File: src/rtl/pps_pkg.sv
// shared types and constants of the preemptive priority scheduler
package pps_pkg;

    localparam int MAX_TASKS = 16;
    localparam int IDX_W     = (MAX_TASKS > 1) ? $clog2(MAX_TASKS) : 1;
    localparam int TIME_W    = 24;

    typedef logic [IDX_W-1:0]  t_idx;
    typedef logic [TIME_W-1:0] t_time;

    typedef enum logic [1:0] {
        OP_CLEAR = 2'd0,
        OP_LOAD  = 2'd1,
        OP_TICK  = 2'd2,
        OP_NONE  = 2'd3
    } t_opcode;

    typedef enum logic [2:0] {
        S_IDLE,
        S_SCAN,
        S_UPDATE,
        S_SUB_TAT,
        S_SUB_WT,
        S_SUB_RT,
        S_OUT
    } t_state;

endpackage

File: src/rtl/preemptive_priority_scheduler_top.sv
// tick-driven preemptive priority scheduler with a sequential slot scan
//
//  channel  direction  handshake            payload
//  input    in         i_valid / o_stall    i_opcode i_slot i_arrival i_burst i_prio
//  result   out        o_valid / i_stall    o_ran o_task_id o_now_after o_finished
//                                           o_completion o_turnaround o_waiting
//                                           o_response o_all_done
//
// a tick result passes through the scan, one slot per scan cycle, then an update step, three
// steps on the shared subtractor when the task finishes, and the output load; the next item
// is accepted in idle after the output load
// clear, load and unused opcodes go from accept straight to the output load
// o_stall is high whenever an item is in progress; a result held by i_stall blocks the
// final step of the next item, and no further item is accepted while it waits
// i_rst_n is synchronous and empties the table and sets time to zero
module preemptive_priority_scheduler_top (
    input  logic                 i_clk,
    input  logic                 i_rst_n,
    input  logic                 i_valid,
    output logic                 o_stall,
    input  logic [1:0]           i_opcode,
    input  logic [3:0]           i_slot,
    input  logic [15:0]          i_arrival,
    input  logic [15:0]          i_burst,
    input  logic [7:0]           i_prio,
    output logic                 o_valid,
    input  logic                 i_stall,
    output logic                 o_ran,
    output logic [4:0]           o_task_id,
    output logic [23:0]          o_now_after,
    output logic                 o_finished,
    output logic [23:0]          o_completion,
    output logic [23:0]          o_turnaround,
    output logic [23:0]          o_waiting,
    output logic [23:0]          o_response,
    output logic                 o_all_done
);
    import pps_pkg::*;

    localparam t_idx LAST_IDX = t_idx'(MAX_TASKS - 1);

    t_state r_state, n_state;

    // slot table
    logic         r_valid     [MAX_TASKS];
    logic [15:0]  r_remaining [MAX_TASKS];
    logic         r_started   [MAX_TASKS];
    logic [15:0]  r_arrival   [MAX_TASKS];
    logic [15:0]  r_burst     [MAX_TASKS];
    logic [7:0]   r_prio      [MAX_TASKS];
    t_time        r_first     [MAX_TASKS];

    t_time        r_now;
    t_idx         r_idx;

    // best candidate found so far
    logic         r_found;
    t_idx         r_best;
    logic [7:0]   r_best_prio;
    logic [15:0]  r_best_arr;
    logic [15:0]  r_best_burst;
    logic [15:0]  r_best_rem;
    logic         r_best_started;
    t_time        r_best_fs;

    logic         r_ran;
    logic         r_fin;
    t_time        r_tat;
    t_time        r_wt;
    t_time        r_rt;

    logic         r_o_valid;
    logic         r_o_ran;
    logic [4:0]   r_o_task_id;
    t_time        r_o_now;
    logic         r_o_fin;
    t_time        r_o_completion;
    t_time        r_o_tat;
    t_time        r_o_wt;
    t_time        r_o_rt;
    logic         r_o_all_done;

    logic         in_accept;
    logic         load_en;
    t_idx         load_idx;
    logic         cand;
    logic         busy_any;
    logic         out_free;
    t_time        sub_a;
    t_time        sub_b;
    t_time        sub_y;

    assign in_accept = i_valid && !o_stall;
    assign load_idx  = t_idx'(i_slot);
    assign load_en   = in_accept && (t_opcode'(i_opcode) == OP_LOAD)
                       && (int'(i_slot) < MAX_TASKS);
    assign out_free  = !r_o_valid || !i_stall;

    // compare unit for the scan
    assign cand = r_valid[r_idx] && ({8'd0, r_arrival[r_idx]} <= r_now)
                  && (r_remaining[r_idx] != 16'd0)
                  && (!r_found || (r_prio[r_idx] < r_best_prio));

    always_comb begin
        busy_any = 1'b0;
        for (int i = 0; i < MAX_TASKS; i++) begin
            busy_any = busy_any | (r_valid[i] && (r_remaining[i] != 16'd0));
        end
    end

    // next state
    always_comb begin
        n_state = r_state;
        unique case (r_state)
            S_IDLE: begin
                if (in_accept) begin
                    if (t_opcode'(i_opcode) == OP_TICK) begin
                        n_state = S_SCAN;
                    end else begin
                        n_state = S_OUT;
                    end
                end
            end
            S_SCAN: begin
                if (r_idx == LAST_IDX) begin
                    n_state = S_UPDATE;
                end
            end
            S_UPDATE: begin
                if (r_found && (r_best_rem == 16'd1)) begin
                    n_state = S_SUB_TAT;
                end else begin
                    n_state = S_OUT;
                end
            end
            S_SUB_TAT: n_state = S_SUB_WT;
            S_SUB_WT:  n_state = S_SUB_RT;
            S_SUB_RT:  n_state = S_OUT;
            S_OUT: begin
                if (out_free) begin
                    n_state = S_IDLE;
                end
            end
            default: n_state = S_IDLE;
        endcase
    end

    // outputs of the sequencer: input stall and shared subtractor operands
    always_comb begin
        o_stall = 1'b1;
        sub_a   = r_now;
        sub_b   = {8'd0, r_best_arr};
        unique case (r_state)
            S_IDLE:    o_stall = 1'b0;
            S_SUB_TAT: begin
                sub_a = r_now;
                sub_b = {8'd0, r_best_arr};
            end
            S_SUB_WT: begin
                sub_a = r_tat;
                sub_b = {8'd0, r_best_burst};
            end
            S_SUB_RT: begin
                sub_a = r_best_fs;
                sub_b = {8'd0, r_best_arr};
            end
            default: begin
                o_stall = 1'b1;
            end
        endcase
    end

    assign sub_y = sub_a - sub_b;

    // control state
    always_ff @(posedge i_clk) begin
        if (!i_rst_n) begin
            r_state   <= S_IDLE;
            r_now     <= '0;
            r_idx     <= '0;
            r_found   <= 1'b0;
            r_ran     <= 1'b0;
            r_fin     <= 1'b0;
            r_o_valid <= 1'b0;
            for (int i = 0; i < MAX_TASKS; i++) begin
                r_valid[i]     <= 1'b0;
                r_remaining[i] <= '0;
                r_started[i]   <= 1'b0;
            end
        end else begin
            r_state <= n_state;
            if ((r_state == S_OUT) && out_free) begin
                r_o_valid <= 1'b1;
            end else if (!i_stall) begin
                r_o_valid <= 1'b0;
            end
            if (in_accept) begin
                r_idx   <= '0;
                r_found <= 1'b0;
                r_ran   <= 1'b0;
                r_fin   <= 1'b0;
                if (t_opcode'(i_opcode) == OP_CLEAR) begin
                    r_now <= '0;
                    for (int i = 0; i < MAX_TASKS; i++) begin
                        r_valid[i]     <= 1'b0;
                        r_remaining[i] <= '0;
                        r_started[i]   <= 1'b0;
                    end
                end
            end
            if (load_en) begin
                r_valid[load_idx]     <= 1'b1;
                r_remaining[load_idx] <= i_burst;
                r_started[load_idx]   <= 1'b0;
            end
            if (r_state == S_SCAN) begin
                if (cand) begin
                    r_found <= 1'b1;
                end
                r_idx <= (r_idx == LAST_IDX) ? '0 : r_idx + t_idx'(1);
            end
            if (r_state == S_UPDATE) begin
                r_now <= r_now + t_time'(1);
                r_ran <= r_found;
                r_fin <= r_found && (r_best_rem == 16'd1);
                if (r_found) begin
                    r_remaining[r_best] <= r_best_rem - 16'd1;
                    r_started[r_best]   <= 1'b1;
                end
            end
        end
    end

    // datapath and payload
    always_ff @(posedge i_clk) begin
        if (load_en) begin
            r_arrival[load_idx] <= i_arrival;
            r_burst[load_idx]   <= i_burst;
            r_prio[load_idx]    <= i_prio;
        end
        if ((r_state == S_SCAN) && cand) begin
            r_best         <= r_idx;
            r_best_prio    <= r_prio[r_idx];
            r_best_arr     <= r_arrival[r_idx];
            r_best_burst   <= r_burst[r_idx];
            r_best_rem     <= r_remaining[r_idx];
            r_best_started <= r_started[r_idx];
            r_best_fs      <= r_first[r_idx];
        end
        if ((r_state == S_UPDATE) && r_found && !r_best_started) begin
            // first run of this task: start time is the time before the tick
            r_first[r_best] <= r_now;
            r_best_fs       <= r_now;
        end
        if (r_state == S_SUB_TAT) begin
            r_tat <= sub_y;
        end
        if (r_state == S_SUB_WT) begin
            r_wt <= sub_y;
        end
        if (r_state == S_SUB_RT) begin
            r_rt <= sub_y;
        end
        if ((r_state == S_OUT) && out_free) begin
            r_o_ran        <= r_ran;
            r_o_task_id    <= r_ran ? (5'(r_best) + 5'd1) : 5'd0;
            r_o_now        <= r_now;
            r_o_fin        <= r_fin;
            r_o_completion <= r_fin ? r_now : '0;
            r_o_tat        <= r_fin ? r_tat : '0;
            r_o_wt         <= r_fin ? r_wt : '0;
            r_o_rt         <= r_fin ? r_rt : '0;
            r_o_all_done   <= !busy_any;
        end
    end

    assign o_valid      = r_o_valid;
    assign o_ran        = r_o_ran;
    assign o_task_id    = r_o_task_id;
    assign o_now_after  = r_o_now;
    assign o_finished   = r_o_fin;
    assign o_completion = r_o_completion;
    assign o_turnaround = r_o_tat;
    assign o_waiting    = r_o_wt;
    assign o_response   = r_o_rt;
    assign o_all_done   = r_o_all_done;

    a_fin_ran: assert property (@(posedge i_clk) disable iff (!i_rst_n)
        (o_valid && o_finished) |-> o_ran)
        else $error("finished result without a task that ran");

    a_id_ran: assert property (@(posedge i_clk) disable iff (!i_rst_n)
        o_valid |-> (o_ran == (o_task_id != 5'd0)))
        else $error("task id does not agree with ran flag");

    a_completion: assert property (@(posedge i_clk) disable iff (!i_rst_n)
        (o_valid && o_finished) |-> (o_completion == o_now_after))
        else $error("completion time differs from time after tick");

    a_scan_start: assert property (@(posedge i_clk) disable iff (!i_rst_n)
        (r_state == S_IDLE) |-> (r_idx == '0))
        else $error("scan index not at first slot while idle");

    a_time_step: assert property (@(posedge i_clk) disable iff (!i_rst_n)
        (r_state == S_UPDATE) |=> (r_now == $past(r_now) + t_time'(1)))
        else $error("tick did not advance time by one");

endmodule

File: config.mk
export PLATFORM = sky130hd
export DESIGN_NAME = preemptive_priority_scheduler_top
export DESIGN_NICKNAME = d
export VERILOG_FILES = /design/src/rtl/pps_pkg.sv /design/src/rtl/preemptive_priority_scheduler_top.sv
export SDC_FILE = /design/constraint.sdc
export NUM_CORES = 2
export LEC_CHECK = 0
export BUFFER_PORTS_ARGS = -buffer_cell sky130_fd_sc_hd__buf_2
export CORE_MARGIN = 5
export CORE_UTILIZATION = 62
export DETAILED_ROUTE_END_ITERATION = 12
export PLACE_DENSITY = 0.82
export SKIP_LAST_GASP = 1
export SLEW_MARGIN = 20
export SYNTH_ARGS = -nofsm -noshare
export SYNTH_HDL_FRONTEND = slang
export SYNTH_SLANG_ARGS = --single-unit
File: constraint.sdc
create_clock -name i_clk -period 10.08 [get_ports i_clk]
set_input_delay 2.016 -clock i_clk [delete_from_list [all_inputs] [get_ports i_clk]]
set_output_delay 2.016 -clock i_clk [all_outputs]
set_load 0.02 [all_outputs]
# Word-level counts from Yosys, hierarchy flattened
# Memories as Yosys holds them, arrays and structs flattened. A register that Yosys moved wholly into a read port is not among the register bits.
# Index checks and enable logic that the tools add are counted.
dict set report totals {
  ff_bits 303
  mem_bits_rw 1312
  inputBits 50
  n_memories 7
  out_inout_bits 130
}
# name words word_bits rd rd_ports_with_merged_regs wr line
set memory_table {}
lappend memory_table {r_first 16 24 1 1 1 preemptive_priority_scheduler_top.sv:51} ;# t_time r_first [MAX_TASKS];
lappend memory_table {r_arrival 16 16 1 1 1 preemptive_priority_scheduler_top.sv:48} ;# logic [15:0] r_arrival [MAX_TASKS];
lappend memory_table {r_burst 16 16 1 1 1 preemptive_priority_scheduler_top.sv:49} ;# logic [15:0] r_burst [MAX_TASKS];
lappend memory_table {r_remaining 16 16 17 1 16 preemptive_priority_scheduler_top.sv:46} ;# logic [15:0] r_remaining [MAX_TASKS];
lappend memory_table {r_prio 16 8 1 1 1 preemptive_priority_scheduler_top.sv:50} ;# logic [7:0] r_prio [MAX_TASKS];
lappend memory_table {r_started 16 1 1 1 16 preemptive_priority_scheduler_top.sv:47} ;# logic r_started [MAX_TASKS];
lappend memory_table {{+1 memories} -- -- -- -- -- --}
dict set report op_classes {
  n_reduce_logical 63
  n_eq_ne 14
  magnitude_cmp 2
  add_sub_neg 5
  n_bitwise 63
  mux 113
}
# operator n
set ops {}
lappend ops {{16-bit two-way mux} 19}
lappend ops {{16-bit nonzero test} 17}
lappend ops {{24-bit two-way mux} 5}
lappend ops {{4-bit two-way mux} 18}
lappend ops {{1-bit two-way mux} 64}
lappend ops {{1-bit bitwise OR} 63}
lappend ops {{24-bit case mux with 2 select lines} 1}
lappend ops {{16-bit OR reduction} 2}
lappend ops {{1-bit logical AND} 26}
lappend ops {{24-bit by 1-bit adder with 24-bit output, second input constant} 1}
lappend ops {{16-bit by 24-bit <= comparator with 1-bit output} 1}
lappend ops {{24-bit subtractor} 1}
lappend ops {{3-bit case mux with 7 select lines} 1}
lappend ops {{16-bit by 1-bit equality test with 1-bit output, second input constant} 1}
lappend ops {{16-bit by 1-bit subtractor with 16-bit output, second input constant} 1}
lappend ops {{3-bit two-way mux} 5}
lappend ops {{3-bit equality test, second input constant} 3}
lappend ops {{8-bit less-than comparator} 1}
lappend ops {{2-bit nonzero test} 4}
lappend ops {{3-bit by 2-bit equality test with 1-bit output, second input constant} 2}
lappend ops {{2-bit != test, second input constant} 3}
lappend ops {{4-bit by 1-bit adder with 5-bit output, second input constant} 1}
lappend ops {{1-bit logical NOT} 5}
lappend ops {{4-bit by 1-bit adder with 4-bit output, second input constant} 1}
lappend ops {{11 further kinds} 14}

# Depth between registers and ports, before layout
# An unclocked memory read counts as a cell.
dict set report depth {
  ltp_word 19
  depth_mapped 15
}

# Worst setup path after synthesis
# OpenSTA, ideal clock, no wires.
dict set report synth_path {
  kind {input-to-reg}
  start {in i_stall}
  end {reg r_o_all_done (netlist: o_all_done), enable pin}
  path_buffers 0
  path_stages 1
  arrival_ns 8.198
  setup_ns 0.658
  path_slack_ns 1.224
  path_cell_list {a21oi_1}
}
dict set report synth_between {
  elab_chain_cells 3
}
# element line
set synth_lines {}
lappend synth_lines {{from (decl)} preemptive_priority_scheduler_top.sv:27} ;# input logic i_stall,
lappend synth_lines {{1-bit logical NOT} --}
lappend synth_lines {{1-bit logical OR} preemptive_priority_scheduler_top.sv:97} ;# assign out_free = !r_o_valid || !i_stall;
lappend synth_lines {{1-bit logical AND} preemptive_priority_scheduler_top.sv:264} ;# if ((r_state == S_OUT) && out_free) begin
lappend synth_lines {{to (signal assigned)} preemptive_priority_scheduler_top.sv:273} ;# r_o_all_done <= !busy_any;
lappend synth_lines {{to (decl)} preemptive_priority_scheduler_top.sv:81} ;# logic r_o_all_done;
# No other way between the ends.
# A chain may end at the register's enable or synchronous reset.

==> metrics.csv <==
metric,value,unit
worst-skew pair later-pin latency,0.77,ns
"EDFF count, synth",1572,
Post-synth top cells,"1572 x edfxtp_1, 392 x mux4_2, 364 x nor2_1",
MaxCap Viol Count,0,
initial core utilization,0.6236,
sequential share of power,0.525,
Yosys top cell area share,0.7202,
Int Pwr,11.42,mW
sw frac,0.2218,
via count,35968,
largest net degree at the start of global routing,98,
vias in the first global route,35973,
initial drt markers,5488,
Max Freq,157.8,MHz
Total GRT Usage,0.2995,
"Gates resized, CTS repair",0,
crit path DAT,6.75,ns
P_leak,24.07,nW
core outline area,105100,sq um
# nets final,3821,
CP max stage delay,1.02,ns
final WL,167600,um
cell area after synthesis,65550,sq um
Worst Setup Start Kind,flip-flop,
CP Max Fanout,63,
Mapped Avg Cell Area,18.91,sq um
Yosys warnings,0,
clk sinks,1636,
post-synthesis net count,3565,
VDD IR max,187.6,uV
"area leader, netlist",edfxtp_1,
most frequent cell after synthesis,edfxtp_1,
Die X,335.1,um
Crit-path slowest cell,dfxtp_4,
unrepaired setup endpoints after global routing,false,
Core Rows,119,
worst r2r path cells,11,
DRC,0,
Post-CTS Setup Inserts,0,
initial antenna violation count,26,
register area share after synthesis,0.7397,
clock power share,0.402,
Worst Hold Depth,2,
DP HPWL,94470,um
WP data required,10.49,ns
H-tree levels,4,
combinational cell fraction of total power,0.073,
setup TNS,0,ns
Post-Syn Instances,3467,
Clock Skew,0.02874,ns
Worst slew margin,0.2338,
Worst Tran Pin Value,1.147,ns
Final Core Density,0.6996,
DR WL/cell,31.88,um
first-pass GRT wire length,243300,um
period utilization,0.6288,
IO buf count,179,
Clock transition at path regs,0.06,ns
vias per cell,6.841,
status,"complete, no violations",
root buffer cell,clkbuf_16,
DIE AREA,112300,sq um
PD cells,199.6,nW/um^2
asr flop ratio synth,0,
final setup fails,0,
drt first pass iters,6,
share of cells above drive strength 1,0.2603,
Post-Place Cells,4952,
clock buffer depth,3,
Non-Filler Instances,5258,
IO Pins,180,
clock period minus worst slack,6.339,ns
"Hold Vio Cnt, Final",0,
Num CTS Buffers,159,
die extent in y,335.1,um
grt ovf,0,
CTS tree,built,
#FFs+latches synth,1636,
Tot Pwr,14.68,mW
hold buffers post-CTS,0,
Synth area leaders,"edfxtp_1 72%, mux4_2 13%, nor2_1 2.1%",
Setup CP Type,flip-flop to flip-flop,
class of the worst hold path,flip-flop to flip-flop,
area grow syn2layout,12.19,%
Setup crit end kind,flip-flop,
Psw,3.255,mW
"antenna viol nets, final",0,
critical-path cell list,buf_4 -> mux4_2 -> mux4_2 -> ha_1 -> a21o_1 -> a21o_1 -> a211o_1 -> nor3_1 -> o211ai_1 -> nor2_4 -> buf_4,
"Primary FF master, synth",edfxtp_1,
Netlist cell types,73,
RD Place Congestion,0.9342,
final slew viol count,0,
stage by stage:
step | instance area, sq um | setup slack (ns) | hold WS (ns)
2_1_floorplan | 65550 | 1.224 | 0.4294
3_3_place_gp | 68330 | 3.819 | 0.4452
3_5_place_dp | 68330 | 3.700 | 0.4539
4_1_cts | 73480 | 3.756 | 0.4621
5_1_grt | 73520 | 3.541 | 0.4842
6_report | 73540 | 3.741 | 0.4687
layout make-up:
type | instances | area, sq um
fill | 6171 | 31580
sequential | 1636 | 48510
timing repair buffer | 276 | 1644
clock inverter | 75 | 797.0
antenna | 14 | 35.03
tap | 1391 | 1740
multi-input combinational | 1608 | 16310
inverter | 42 | 157.7
clock buffer | 216 | 4348
per-layer routing:
| metal | routed length (um) | vias up | track usage |
|---|---|---|---|
| met2 | 83080 | 2788 | 0.4923 |
| met1 | 57290 | 18241 | 0.3958 |
| met3 | 20200 | 438 | 0.07116 |
| met4 | 6954 | 14 | 0.1186 |
| met5 | 109 | - | 0 |
| li1 | - | 14487 | - |
power groups by stage:
stage	clock network [mW]	logic (mW)	registers (mW)
5_1_grt	6.26	1.14	7.71
6_report	5.90	1.08	7.70
3_5_place_dp	0	1.04	7.85
3_3_place_gp	0	1.02	7.84
2_1_floorplan	0	0.721	7.84
4_1_cts	5.95	1.06	7.70
worst max-delay path: cells and delay by family, from the launching register on:
family          cells  cell delay (ns)
buf+inv             2             1.32
simple gates        2             1.30
flops               1             1.02
compound gates      4             0.99
mux                 2             0.95
fa+ha+maj           1             0.32
sequential cells by signal, summed over array words and instances, names as in the netlist, 128 cells and up, named ones only:
| signal | flops |
|---|---|
| r_first | 384 |
| r_remaining | 256 |
| r_prio | 128 |
| r_arrival | 256 |
| r_burst | 256 |
cell families after synthesis:
logic type,synth area share
DFF,0.7397
and+or+nand+nor,0.05994
muxes,0.1492
AOI/OAI and AO/OA,0.02323
buffers and inverters,0.01462
adders and majority gates,0.009277
xor gates and xnor gates,0.004009
path summary, 6_finish.rpt:
kind	start	end	slack, ns
worst max-delay path	flip-flop	r_best_arr[5]	3.74
worst max register to register	flip-flop	r_best_arr[5]	3.74
worst min-delay path	r_started[3]	r_started[3]	0.47
worst min register to register	r_started[3]	r_started[3]	0.47
layout by cell type, fill, tap and decap left out, types with 15 or more instances in the layout:
cell type,n
nand2_1,116
buf_2,179
dfxtp_1,55
nand4_1,30
clkinv_2,17
mux4_2,392
xnor2_1,22
buf_4,96
clkinv_1,24
ha_1,47
o21ai_0,42
a21oi_1,70
inv_1,41
nand2_2,16
clkbuf_1,46
mux2i_1,59
nor4_1,74
nand3_1,24
mux2_2,32
nor3_1,15
edfxtp_1,1572
a22oi_1,46
nor2_1,337
clkbuf_16,163
and2_1,105
No activity file was read; power rests on OpenSTA's default activity.
